**src/rtl/bxavg_pkg.sv**
```systemverilog
package bxavg_pkg;

  localparam int PIX_W      = 8;
  localparam int WIDTH_W    = 13;
  localparam int HEIGHT_W   = 16;
  localparam int SCALE_W    = 5;
  localparam int CFG_DATA_W = 16;
  localparam int CFG_IDX_W  = 2;

  localparam int MAX_WIDTH_DEF = 4096;
  localparam int MAX_SCALE_DEF = 16;

  localparam int PIX_MAX        = 255;
  localparam int SCALE_MAX_CODE = (1 << SCALE_W) - 1;

  // (r+g+b)/3 as a multiply and shift, exact for sums below 2048
  localparam int DIV3_MUL   = 683;
  localparam int DIV3_SHIFT = 11;

  typedef enum logic [CFG_IDX_W-1:0] {
    REG_IMAGE_WIDTH  = 2'd0,
    REG_IMAGE_HEIGHT = 2'd1,
    REG_SCALE_FACTOR = 2'd2,
    REG_MONO_MODE    = 2'd3
  } cfg_reg_t;

  typedef struct packed {
    logic [PIX_W-1:0] red_or_gray;
    logic [PIX_W-1:0] green;
    logic [PIX_W-1:0] blue;
  } pix_in_t;

  typedef struct packed {
    logic [PIX_W-1:0] average_value;
    logic             end_of_row;
    logic             end_of_image;
  } pix_out_t;

  typedef struct packed {
    logic                busy;
    logic                mono_mode;
    logic [WIDTH_W-1:0]  width_eff;
    logic [HEIGHT_W-1:0] height_eff;
    logic [SCALE_W-1:0]  scale_eff;
    logic [WIDTH_W-1:0]  blocks_x;
    logic [HEIGHT_W-1:0] rows_used;
  } geom_t;

  // largest scale the register can actually reach
  function automatic int scale_cap(int max_scale);
    return (max_scale < SCALE_MAX_CODE) ? max_scale : SCALE_MAX_CODE;
  endfunction

  function automatic int sum_width(int max_scale);
    int c;
    c = scale_cap(max_scale);
    return $clog2(PIX_MAX * c * c + 1);
  endfunction

  // shift of the reciprocal multiply: sum bits plus bits of scale squared
  function automatic int rcp_shift(int max_scale);
    int c;
    c = scale_cap(max_scale);
    return sum_width(max_scale) + $clog2(c * c);
  endfunction

  function automatic int sq_width(int max_scale);
    int c;
    c = scale_cap(max_scale);
    return $clog2(c * c + 1);
  endfunction

endpackage

```
**src/rtl/bxavg_div.sv**
```systemverilog
module bxavg_div #(
  parameter int DIVIDEND_W = 24,
  parameter int DIVISOR_W  = 9
) (
  input  logic                  clk,
  input  logic                  rst_n,
  input  logic                  start,
  input  logic [DIVIDEND_W-1:0] dividend,
  input  logic [DIVISOR_W-1:0]  divisor,
  output logic                  done,
  output logic [DIVIDEND_W-1:0] quotient
);

  localparam int CNT_W = $clog2(DIVIDEND_W + 1);

  logic                  busy_r;
  logic                  done_r;
  logic [CNT_W-1:0]      cnt_r;
  logic [DIVIDEND_W-1:0] quo_r;
  logic [DIVISOR_W-1:0]  rem_r;
  logic [DIVISOR_W-1:0]  dvs_r;
  logic [DIVISOR_W:0]    trial;
  logic [DIVISOR_W:0]    diff;
  logic                  fits;

  // restoring divide, one quotient bit a cycle, dividend shifts out the top
  always_comb begin
    trial = {rem_r, quo_r[DIVIDEND_W-1]};
    diff  = trial - {1'b0, dvs_r};
    fits  = (trial >= {1'b0, dvs_r});
  end

  always_ff @(posedge clk) begin
    if (!rst_n) begin
      busy_r <= 1'b0;
      done_r <= 1'b0;
      cnt_r  <= '0;
    end else if (start) begin
      busy_r <= 1'b1;
      done_r <= 1'b0;
      cnt_r  <= CNT_W'(DIVIDEND_W);
    end else if (busy_r) begin
      cnt_r <= cnt_r - CNT_W'(1);
      if (cnt_r == CNT_W'(1)) begin
        busy_r <= 1'b0;
        done_r <= 1'b1;
      end
    end else begin
      done_r <= 1'b0;
    end
  end

  always_ff @(posedge clk) begin
    if (start) begin
      quo_r <= dividend;
      rem_r <= '0;
      dvs_r <= divisor;
    end else if (busy_r) begin
      quo_r <= {quo_r[DIVIDEND_W-2:0], fits};
      rem_r <= fits ? diff[DIVISOR_W-1:0] : trial[DIVISOR_W-1:0];
    end
  end

  assign done     = done_r;
  assign quotient = quo_r;

endmodule

```
**src/rtl/bxavg_cfg.sv**
```systemverilog
module bxavg_cfg #(
  parameter int MAX_WIDTH = bxavg_pkg::MAX_WIDTH_DEF,
  parameter int MAX_SCALE = bxavg_pkg::MAX_SCALE_DEF
) (
  input  logic                                 clk,
  input  logic                                 rst_n,
  input  logic                                 cfg_we,
  input  logic [bxavg_pkg::CFG_IDX_W-1:0]      cfg_index,
  input  logic [bxavg_pkg::CFG_DATA_W-1:0]     cfg_wdata,
  output bxavg_pkg::geom_t                     geom,
  output logic [bxavg_pkg::rcp_shift(MAX_SCALE):0] recip
);

  localparam int K      = bxavg_pkg::rcp_shift(MAX_SCALE);
  localparam int RCP_W  = K + 1;
  localparam int DIV_W  = (K > bxavg_pkg::HEIGHT_W) ? K : bxavg_pkg::HEIGHT_W;
  localparam int DVS_W  = bxavg_pkg::sq_width(MAX_SCALE);
  localparam int WW     = bxavg_pkg::WIDTH_W;
  localparam int HW     = bxavg_pkg::HEIGHT_W;
  localparam int SW     = bxavg_pkg::SCALE_W;
  localparam logic [DIV_W-1:0] RCP_NUM = DIV_W'({K{1'b1}});

  typedef enum logic [5:0] {
    CS_IDLE = 6'b000001,
    CS_PREP = 6'b000010,
    CS_DIVW = 6'b000100,
    CS_DIVH = 6'b001000,
    CS_MULH = 6'b010000,
    CS_DIVR = 6'b100000
  } cs_t;

  logic [WW-1:0]    image_width_r;
  logic [HW-1:0]    image_height_r;
  logic [SW-1:0]    scale_factor_r;
  logic             mono_mode_r;

  logic [WW-1:0]    w_eff;
  logic [HW-1:0]    h_eff;
  logic [SW-1:0]    s_eff;
  logic [2*SW-1:0]  sq_full;
  logic [HW+SW-1:0] rows_full;

  cs_t              cs_r, cs_nxt;
  logic [DVS_W-1:0] sq_r;
  logic [WW-1:0]    blocks_x_r;
  logic [HW-1:0]    hq_r;
  logic [HW-1:0]    rows_used_r;
  logic [RCP_W-1:0] recip_r;

  logic             div_start;
  logic [DIV_W-1:0] div_dividend;
  logic [DVS_W-1:0] div_divisor;
  logic             div_done;
  logic [DIV_W-1:0] div_quotient;

  always_ff @(posedge clk) begin
    if (!rst_n) begin
      image_width_r  <= WW'(1);
      image_height_r <= HW'(1);
      scale_factor_r <= SW'(1);
      mono_mode_r    <= 1'b0;
    end else if (cfg_we) begin
      case (bxavg_pkg::cfg_reg_t'(cfg_index))
        bxavg_pkg::REG_IMAGE_WIDTH:  image_width_r  <= cfg_wdata[WW-1:0];
        bxavg_pkg::REG_IMAGE_HEIGHT: image_height_r <= cfg_wdata[HW-1:0];
        bxavg_pkg::REG_SCALE_FACTOR: scale_factor_r <= cfg_wdata[SW-1:0];
        bxavg_pkg::REG_MONO_MODE:    mono_mode_r    <= cfg_wdata[0];
        default: ;
      endcase
    end
  end

  // out-of-range register values fold back to the nearest legal one
  always_comb begin
    if (image_width_r == '0) begin
      w_eff = WW'(1);
    end else if (int'(image_width_r) > MAX_WIDTH) begin
      w_eff = WW'(MAX_WIDTH);
    end else begin
      w_eff = image_width_r;
    end
    h_eff = (image_height_r == '0) ? HW'(1) : image_height_r;
    if (scale_factor_r == '0) begin
      s_eff = SW'(1);
    end else if (int'(scale_factor_r) > MAX_SCALE) begin
      s_eff = SW'(MAX_SCALE);
    end else begin
      s_eff = scale_factor_r;
    end
    sq_full   = (2*SW)'(s_eff) * (2*SW)'(s_eff);
    rows_full = (HW+SW)'(hq_r) * (HW+SW)'(s_eff);
  end

  // after any write: width/scale, height/scale, rows used, then 2^K / scale^2 rounded up
  always_comb begin
    cs_nxt       = cs_r;
    div_start    = 1'b0;
    div_dividend = '0;
    div_divisor  = '0;
    case (cs_r)
      CS_IDLE: ;
      CS_PREP: begin
        div_start    = 1'b1;
        div_dividend = DIV_W'(w_eff);
        div_divisor  = DVS_W'(s_eff);
        cs_nxt       = CS_DIVW;
      end
      CS_DIVW: begin
        if (div_done) begin
          div_start    = 1'b1;
          div_dividend = DIV_W'(h_eff);
          div_divisor  = DVS_W'(s_eff);
          cs_nxt       = CS_DIVH;
        end
      end
      CS_DIVH: begin
        if (div_done) begin
          cs_nxt = CS_MULH;
        end
      end
      CS_MULH: begin
        div_start    = 1'b1;
        div_dividend = RCP_NUM;
        div_divisor  = sq_r;
        cs_nxt       = CS_DIVR;
      end
      CS_DIVR: begin
        if (div_done) begin
          cs_nxt = CS_IDLE;
        end
      end
      default: cs_nxt = CS_IDLE;
    endcase
    if (cfg_we) begin
      cs_nxt = CS_PREP;
    end
  end

  always_ff @(posedge clk) begin
    if (!rst_n) begin
      cs_r        <= CS_IDLE;
      blocks_x_r  <= WW'(1);
      rows_used_r <= HW'(1);
      recip_r     <= RCP_W'(1) << K;
    end else begin
      cs_r <= cs_nxt;
      if (cs_r == CS_DIVW && div_done) begin
        blocks_x_r <= div_quotient[WW-1:0];
      end
      if (cs_r == CS_MULH) begin
        rows_used_r <= rows_full[HW-1:0];
      end
      if (cs_r == CS_DIVR && div_done) begin
        recip_r <= {1'b0, div_quotient[K-1:0]} + RCP_W'(1);
      end
    end
  end

  always_ff @(posedge clk) begin
    if (cs_r == CS_PREP) begin
      sq_r <= DVS_W'(sq_full);
    end
    if (cs_r == CS_DIVH && div_done) begin
      hq_r <= div_quotient[HW-1:0];
    end
  end

  bxavg_div #(
    .DIVIDEND_W (DIV_W),
    .DIVISOR_W  (DVS_W)
  ) u_div (
    .clk      (clk),
    .rst_n    (rst_n),
    .start    (div_start),
    .dividend (div_dividend),
    .divisor  (div_divisor),
    .done     (div_done),
    .quotient (div_quotient)
  );

  always_comb begin
    geom.busy       = (cs_r != CS_IDLE) || cfg_we;
    geom.mono_mode  = mono_mode_r;
    geom.width_eff  = w_eff;
    geom.height_eff = h_eff;
    geom.scale_eff  = s_eff;
    geom.blocks_x   = blocks_x_r;
    geom.rows_used  = rows_used_r;
  end

  assign recip = recip_r;

endmodule

```
**config.mk**
```make
export PLATFORM = sky130hd
export DESIGN_NAME = bxavg_cfg
export DESIGN_NICKNAME = d
export VERILOG_FILES = /design/src/rtl/bxavg_pkg.sv /design/src/rtl/bxavg_div.sv /design/src/rtl/bxavg_cfg.sv
export SDC_FILE = /design/constraint.sdc
export NUM_CORES = 1
export LEC_CHECK = 0
export BUFFER_PORTS_ARGS = -buffer_cell sky130_fd_sc_hd__buf_2
export CORE_MARGIN = 2
export CORE_UTILIZATION = 53
export CTS_CLUSTER_SIZE = 25
export DETAILED_ROUTE_END_ITERATION = 8
export PLACE_DENSITY = 0.87
export SETUP_SLACK_MARGIN = 0.05
export SYNTH_ARGS = -nofsm -noshare
export SYNTH_HDL_FRONTEND = slang
export SYNTH_SLANG_ARGS = --single-unit
```
**constraint.sdc**
```tcl
create_clock -name clk -period 4.5 [get_ports clk]
set_input_delay 0.45 -clock clk [delete_from_list [all_inputs] [get_ports clk]]
set_output_delay 0.45 -clock clk [all_outputs]
set_load 0.02 [all_outputs]
```
* After elaboration in Yosys (flattened, before gate mapping)
Index checks and enable logic that the tools add are counted.
W data, S select, Z words.
** Word-level totals
- Register bits after elaboration :: 169
- Output and inout port bits :: 90
- Logic and storage cells :: 90
** Cells by class
- $add $sub $neg :: 3
- Multiply operators :: 2
- $lt $le $gt $ge :: 3
- Equal/unequal tests :: 18
- Mux-type cells :: 24
- Bitwise logic cells :: 3
- Reduce and logical (&&, ||, !) cells :: 19
** Operator list (count)
- $pmux W24 S3 :: 1
- $mux W24 :: 2
- $pmux W6 S6 :: 1
- $mux W16 :: 2
- $pmux W9 S3 :: 1
- $mux W13 :: 2
- $add A24 B1 Y25 const B :: 1
- $mux W5 :: 5
- $mux W6 :: 3
- $logic_not A16 Y1 :: 1
- $mul A16 B5 Y16 :: 1
- $gt A13 B13 Y1 const B :: 1
- $logic_not A13 Y1 :: 1
- $ge A10 B9 Y1 :: 1
- $mul A5 B5 Y9 :: 1
- $mux W9 :: 1
- $ne A3 B2 Y1 const B :: 3
- $sub A9 B9 Y9 :: 1
- $reduce_and A2 Y1 :: 4
- $reduce_and A4 Y1 :: 2
- $eq A6 B1 Y1 const B :: 1
- $eq A6 B2 Y1 const B :: 1
- $eq A6 B3 Y1 const B :: 1
- $eq A6 B4 Y1 const B :: 1
- 21 further kinds :: 33

* Logic depth before layout (Yosys ltp)
Gate-level depths: netlist of the first run.
- Depth in word-level cells :: 5
- Gate-level depth with buffers :: 18
- Mapped depth without buffers :: 16

* Hierarchy
A second synthesis of the first run with hierarchy kept.
** Unflattened totals
- Cells, all modules :: 1066
- Area total of the unflattened synthesis :: 9850.7 µm²
** By module, submodules not included
- bxavg_cfg :: times used 1, cells an instance 865, area an instance 7390.8 µm², seq. area each 2622.5 µm²
- bxavg_div :: times used 1, cells an instance 201, area an instance 2459.9 µm², seq. area each 1311.3 µm²

* Worst setup path before layout of the first run
OpenSTA, ideal clock, no wires.
- Path type :: register -> register
- Start :: register scale_factor_r[4]
- End :: register rows_used_r[15]
- Setup time :: 0.062 ns
- Arrival time :: 4.519 ns
- Data required time :: 4.438 ns
- Slack :: -0.081 ns
- Stages on the path, launching flop included :: 17
- Path buffers :: 2
- Period minus slack after synthesis :: 4.581 ns
- Cells stage by stage :: dfxtp_1 -> clkbuf_1 -> nor2b_1 -> clkbuf_1 -> and2_1 -> fa_1 -> fa_1 -> inv_1 -> fa_1 -> inv_1 -> ha_1 -> or4_4 -> o21a_1 -> a21oi_2 -> o21ai_1 -> or3_1 -> nand3_1
** RTL lines
- start, declared :: RTL line bxavg_cfg.sv:34 : logic [SW-1:0] scale_factor_r;
- start signal, assigned :: RTL line bxavg_cfg.sv:66 : bxavg_pkg::REG_SCALE_FACTOR: scale_factor_r <= cfg_wdata[SW-1:0];
- end signal, assigned :: RTL line bxavg_cfg.sv:151 : rows_used_r <= rows_full[HW-1:0];
- end, declared :: RTL line bxavg_cfg.sv:47 : logic [HW-1:0] rows_used_r;

* Worst setup path in the final report of the first run
- Start :: register scale_factor_r[4]
- End :: register rows_used_r[12]
** On the way
- Cells in the longest elaborated chain, start to end :: 4
** Ends and longest elaborated chain
- $gt A5 B5 Y1 :: RTL line bxavg_cfg.sv:85 : end else if (int'(scale_factor_r) > MAX_SCALE) begin
- $mux W5 :: RTL line bxavg_cfg.sv:85
- $mux W5 * :: RTL line bxavg_cfg.sv:83 : if (scale_factor_r == '0) begin
- $mul A16 B5 Y16 * :: RTL line bxavg_cfg.sv:91 : rows_full = (HW+SW)'(hq_r) * (HW+SW)'(s_eff);
Every way passes the cells marked *; elsewhere a longest branch is shown, timed or not.
A chain may end at the register's enable or synchronous reset.

==> results of run 1 <==
[power breakdown]
group	switching [mW]	internal (mW)	total (mW)
sequential	0.0721	1.64	1.71
clock	0.610	0.776	1.39
combinational	0.391	0.276	0.667
total	1.07	2.69	3.76
[registers in the layout (all words and copies together) (netlist names)]
register and flops:
recip 25, u_div.cnt_r 5, image_width_r 13, mono_mode_r 1, hq_r 16, image_height_r 16
u_div.dvs_r 9, u_div.done 1, blocks_x_r 13, u_div.quotient 24, cs_r 6, scale_factor_r 5
u_div.busy_r 1, sq_r 8, u_div.rem_r 9, rows_used_r 16
[area by class of cell]
type	count	area [um^2]
Sequential cell	168	3934
Clock buffer	24	493.0
Tap cell	229	286.5
Multi-Input combinational cell	762	5087
Timing Repair Buffer	126	670.6
Inverter	73	277.8
Fill cell	1336	7030
Clock inverter	8	61.31
[layout by cell type, fill, tap and decap left out, types with 4 or more instances in the layout]
master,instances
a211oi_1,19
a21o_1,4
a21oi_1,87
a221o_1,4
and2_1,50
and3_1,6
buf_2,110
buf_4,16
clkbuf_1,4
clkbuf_16,18
dfxtp_1,111
edfxtp_1,57
fa_1,39
ha_1,39
inv_1,68
mux2i_1,11
nand2_1,180
nand2b_1,4
nand3_1,31
nand4_1,14
nor2_1,70
nor2b_1,18
nor3_1,10
nor4_1,9
o211ai_1,4
o21a_1,7
o21ai_0,36
o21bai_1,5
xnor2_1,24
xor2_1,28
[repair_timing]
action	4_1_cts	5_1_grt
buffers inserted	0	3
hold buffers	0	0
hold endpoints to repair	0	0
setup endpoints to repair	0	6
gates resized for setup	0	5
[synthesized netlist by cell type (6+ instances only)]
cell type  number
nand2_1       180
dfxtp_1       111
a21oi_1        87
inv_1          70
nor2_1         70
clkbuf_1       57
edfxtp_1       57
and2_1         50
fa_1           39
ha_1           39
o21ai_0        36
nand3_1        31
xor2_1         28
xnor2_1        24
nor2b_1        20
a211oi_1       19
nand4_1        14
mux2i_1        11
nor3_1         10
buf_2           9
nor4_1          9
o21a_1          7
and3_1          6
[logic make-up (layout without fill, tap and decap cells)]
logic type,Yosys count,in the layout,share of synthesized area
other cells,2,3,0.0007856
compound gates,195,195,0.1257
fa+ha+maj,78,78,0.1327
mux,11,11,0.01152
buf+inv,143,231,0.05929
simple gates,423,423,0.2109
xor+xnor,52,52,0.04764
flops,168,168,0.4115
[through the flow]
stage | total power [mW] | cell area, um^2
global placement | 2.358 | 10210
global route | 3.908 | 10810
detailed placement | 2.381 | 10210
finish | 3.760 | 10810
floorplan | 2.247 | 9564
CTS | 3.745 | 10770
[metal layers]
layer	vias up	share of wire	wire (um)
met1	3768	0.41	9903
met4	0	0.041	987
met3	86	0.064	1542
li1	3763	-	-
met5	-	0	0
met2	392	0.48	11650
[path summary, 6_finish.rpt]
kind,endpoint,depth (start not counted)
max reg2reg,rows_used_r[12],14
max,rows_used_r[12],14
min,image_height_r[14],3
min reg2reg,rows_used_r[11],2
[critical path: stages (launching register included)]
cell      delay, ns
dfxtp_1        0.47
buf_4          0.24
and2_1         0.19
fa_1           0.44
fa_1           0.56
inv_1          0.06
fa_1           0.52
inv_1          0.04
ha_1           0.22
or4_4          0.54
o21bai_1       0.22
a41oi_1        0.29
xnor2_1        0.16
nand2_1        0.07
a21oi_1        0.15
==> flow_summary.yaml, run 1 <==
yosys:
  async_flop_share: 0
  avgSynthCellArea_um2: 8.917
  ys.flop_type: "dfxtp_1"
  synth-seq-cells: 168
  synth_edf_count: 57
  synth_cell_type_count: 66
  synth_warnings: 0
  synth_area_um2: 9559
  synth_cells: 1072
  ys_seq_area_frac: 0.4115
  ys_top_cells_by_area: "dfxtp_1, edfxtp_1, fa_1"
  yosysTopAreaCellShare: 0.2325
  yosys.area.top_type: "dfxtp_1"
worst_setup_path:
  arrival_ns: 4.59
  reg2reg_from: "scale_factor_r[4]"
  cp-startpoint: "scale_factor_r[4]"
  worstSetupPathType: "reg -> reg"
  rrSetupSlack_ns: 0.25
  end_kind: "flop"
  worstPathRequired_ns: 4.85
  worstSetupStartpointType: "flop"
  critPathMaxFanout: 14
detailed_routing:
  num_vias: 8009
  firstDrtPassIters: 5
  ant_nets: 0
  drc: 0
  viasPerCell: 5.762
  wl_per_cell_um: 17.32
  routed_wirelength_um: 24080
  drt_iter0_markers: 855
timing:
  maxSlewViolCount: 0
  fin_crit_ns: 4.245
  finalSetupTns_ns: 0
  maxSlewHeadroom: 0.3788
  clock_skew_ns: 0.01354
  fmax_mhz: 235.6
  fin_crit_sh: 0.9434
  tightest_slew_ns: 0.9283
  setup_ws_ns: 0.2548
  rsz0062_at_grt: "no"
  whs_ns: 0.2557
  finalSetupViolations: 0
  final_hold_viol_count: 0
die:
  die_h_um: 138.3
  start_util: 0.5358
  core_area_um2: 17840
  rows: 49
  dieArea_um2: 19130
  die_w_um: 138.3
  io_pins: 111
placed_design:
  dpl.hpwl_um: 16610
  place.gp.congestion: 0.8960
  place_ws_ns: 0.1164
  dp_cells: 1355
  port_buffers: 110
clocking:
  clock_latency_ns: 0.43
  ctsLongestPathBuffers: 2
  cts_sinks: 168
  htree_levels: 4
  clockRootBuffer: "clkbuf_16"
  cts_buffers: 17
  cts_tree: "done"
  path_clk_slew_ns: 0.07
final_layout:
  nets: 1247
  layoutNonFillerInstCount: 1390
  antennaDiodeCount: 0
  drive_gt1_frac: 0.1507
  utilization: 0.6059
  syn2layout_area_growth_pct: 13.09
power_and_ir_drop:
  power_leakage_nw: 4.614
  powerDensity_nw_per_um2: 347.8
  ir_drop_mv: 0.3240
grt:
  met1_usage: 0.3176
  use_met2: 0.4122
  grt_max_degree: 51
  antenna_found_initial: 0
  grt_util_met3: 0.04434
  grtUsageTotal: 0.2483
  grt-busiest-layer: "met2"
  grt_pass1_wl_um: 38490
  grt_pass1_vias: 7683
  grt.overflow.total: 0
outcome:
  status: "completed"
run:
  cap_violations: 0
hold_path:
  hold_path.class: "in -> reg"
  hp-start: "cfg_wdata[14]"
(Power assumes the default switching activity.)
==> run 2, diff against run 1 <==
- CORE_UTILIZATION: 53 -> 34
- PLACE_DENSITY: 0.87 -> 0.64
==> run 2 against run 1 <==
Against the previous run: worst setup slack improved by 0.030 ns; critical path type unchanged; combinational power shrank 2%; sequential power is essentially flat; largest cell class unchanged; cell count is 11% higher; first-iteration DRC count decreased by 51%; core utilization fell by 21 points; wire length shrank 3.7%; clock skew rose by 0.0051 ns; worst hold slack got worse by 0.0027 ns; clock-buffer cell count down 7.
==> flow_summary.yaml, run 2 (synthesized netlist as in run 1, its figures left out) <==
outcome:
  status: "completed"
clocking:
  htree_levels: 4
  ctsLongestPathBuffers: 2
  cts_hold_buf: 0
  cts_buffers: 17
  post_cts_buffers: 0
  cts_tree: "done"
  clock_latency_ns: 0.44
  cts_sinks: 168
  path_clk_slew_ns: 0.07
  clockRootBuffer: "clkbuf_16"
grt:
  grt_pass1_vias: 7316
  grtUsageTotal: 0.1636
  antenna_found_initial: 1
  grt.overflow.total: 0
  grt_pass1_wl_um: 38210
  grt_max_degree: 50
worst_setup_path:
  critPathMaxFanout: 9
  worstSetupStartpointType: "flop"
  cp-startpoint: "scale_factor_r[3]"
  rrSetupSlack_ns: 0.28
  arrival_ns: 4.58
  r2r_end: "rows_used_r[15]"
  worstSetupPathType: "reg -> reg"
  reg2regPathDepth: 14
  reg2reg_from: "scale_factor_r[3]"
  worstPathRequired_ns: 4.87
  endpoint: "rows_used_r[15]"
  end_kind: "flop"
power_and_ir_drop:
  p_total_mw: 3.841
  power_leakage_nw: 4.632
  switching_power_mw: 1.138
  intPower_mw: 2.703
  powerDensity_nw_per_um2: 348.4
  seq_power_share: 0.444
  pwr-share-comb: 0.170
  ir_drop_mv: 0.2597
  p_clk_frac: 0.386
  swShare: 0.2962
die:
  io_pins: 111
  dieArea_um2: 29470
  rows: 61
  die_h_um: 171.7
  start_util: 0.3450
  die_w_um: 171.7
  core_area_um2: 27710
timing:
  finalSetupViolations: 0
  final_hold_viol_count: 0
  whs_ns: 0.2531
  rsz0062_at_grt: "no"
  fmax_mhz: 237.2
  maxSlewViolCount: 0
  tightest_slew_ns: 0.8903
  fin_crit_ns: 4.215
  fin_crit_sh: 0.9367
  maxSlewHeadroom: 0.4048
  clock_skew_ns: 0.01863
  finalSetupTns_ns: 0
placed_design:
  placed_area_um2: 10420
  dpl.hpwl_um: 17340
  port_buffers: 110
  place.gp.congestion: 0.8028
detailed_routing:
  ant_nets: 0
  routed_wirelength_um: 23180
  wl_per_cell_um: 15.07
  drc: 0
  num_vias: 7542
  firstDrtPassIters: 5
  viasPerCell: 4.904
  drt_iter0_markers: 416
hold_path:
  hold_path.class: "in -> reg"
  hp-start: "cfg_wdata[7]"
final_layout:
  nets: 1246
  layout_commonest_cell: "nand2_1"
  final_cell_area_um2: 11030
  syn2layout_area_growth_pct: 15.34
  largest_register_ffs: 25
  layout_common_cells: "nand2_1, dfxtp_1, buf_2"
  antennaDiodeCount: 0
  drive_gt1_frac: 0.1517
  fillers: 2748
run:
  cap_violations: 0
run 2: worst max-delay path, stage by stage (launching register included):
cell and delay (ns):
dfxtp_1 0.32, nor2b_2 0.33, and2_1 0.21, fa_1 0.45
fa_1 0.54, inv_1 0.05, fa_1 0.53, inv_1 0.04
ha_1 0.23, or4_4 0.52, o21a_1 0.21, a21oi_2 0.21
o21ai_1 0.11, or3_1 0.31, nand3_1 0.08
run 2: routing by layer:
layer  vias up  share of wire  global-route usage
li1       3757              -                   -
met3        35          0.041             0.02416
met4         0          0.028             0.06890
met5         -              0                   0
met1      3585           0.46              0.2192
met2       165           0.47              0.2633
run 2: per-stage QoR:
step / worst slack (ns) / cells / util
2_1_floorplan: 0.05765 / 1073 / -
3_3_place_gp: 0.2405 / 1506 / 0.3760
3_5_place_dp: 0.1193 / 1506 / 0.3760
4_1_cts: 0.1192 / 1538 / 0.3979
5_1_grt: 0.06600 / 1538 / 0.3980
6_report: 0.2849 / 1538 / 0.3980
run 2: cell type report:
| type | count | area, um^2 | share of cell area |
|---|---|---|---|
| Clock buffer | 17 | 425.4 | 0.03858 |
| Clock inverter | 15 | 181.4 | 0.01645 |
| Inverter | 73 | 274.0 | 0.02485 |
| Multi-Input combinational cell | 762 | 5075 | 0.4603 |
| Sequential cell | 168 | 3934 | 0.3568 |
| Tap cell | 378 | 473.0 | 0.04290 |
| Timing Repair Buffer | 125 | 663.1 | 0.06015 |
run 2: worst min-delay path by stage:
| stage | to | slack [ns] | cells after the start |
|---|---|---|---|
| final | image_height_r[7] | 0.25 | 3 |
| after global routing | image_width_r[9] | 0.25 | 3 |
| after CTS | image_height_r[7] | 0.25 | 3 |
| after detailed placement | rows_used_r[5] | 0.44 | 2 |
| after global placement | rows_used_r[5] | 0.44 | 2 |
| after floorplan | image_height_r[0] | 0.44 | 2 |
run 2: power by group through the flow:
stage | registers [mW] | clock network [mW] | logic [mW]
detailed placement | 1.74 | 0 | 0.649
finish | 1.71 | 1.48 | 0.651
floorplan | 1.71 | 0 | 0.538
CTS | 1.70 | 1.51 | 0.651
global route | 1.71 | 1.58 | 0.741
global placement | 1.74 | 0 | 0.639
run 2: repair_timing:
| item | 4_1_cts | 5_1_grt |
|---|---|---|
| endpoints found under the setup margin | 0 | 5 |
| hold endpoints to repair | 0 | 0 |
| resized for setup | 0 | 1 |
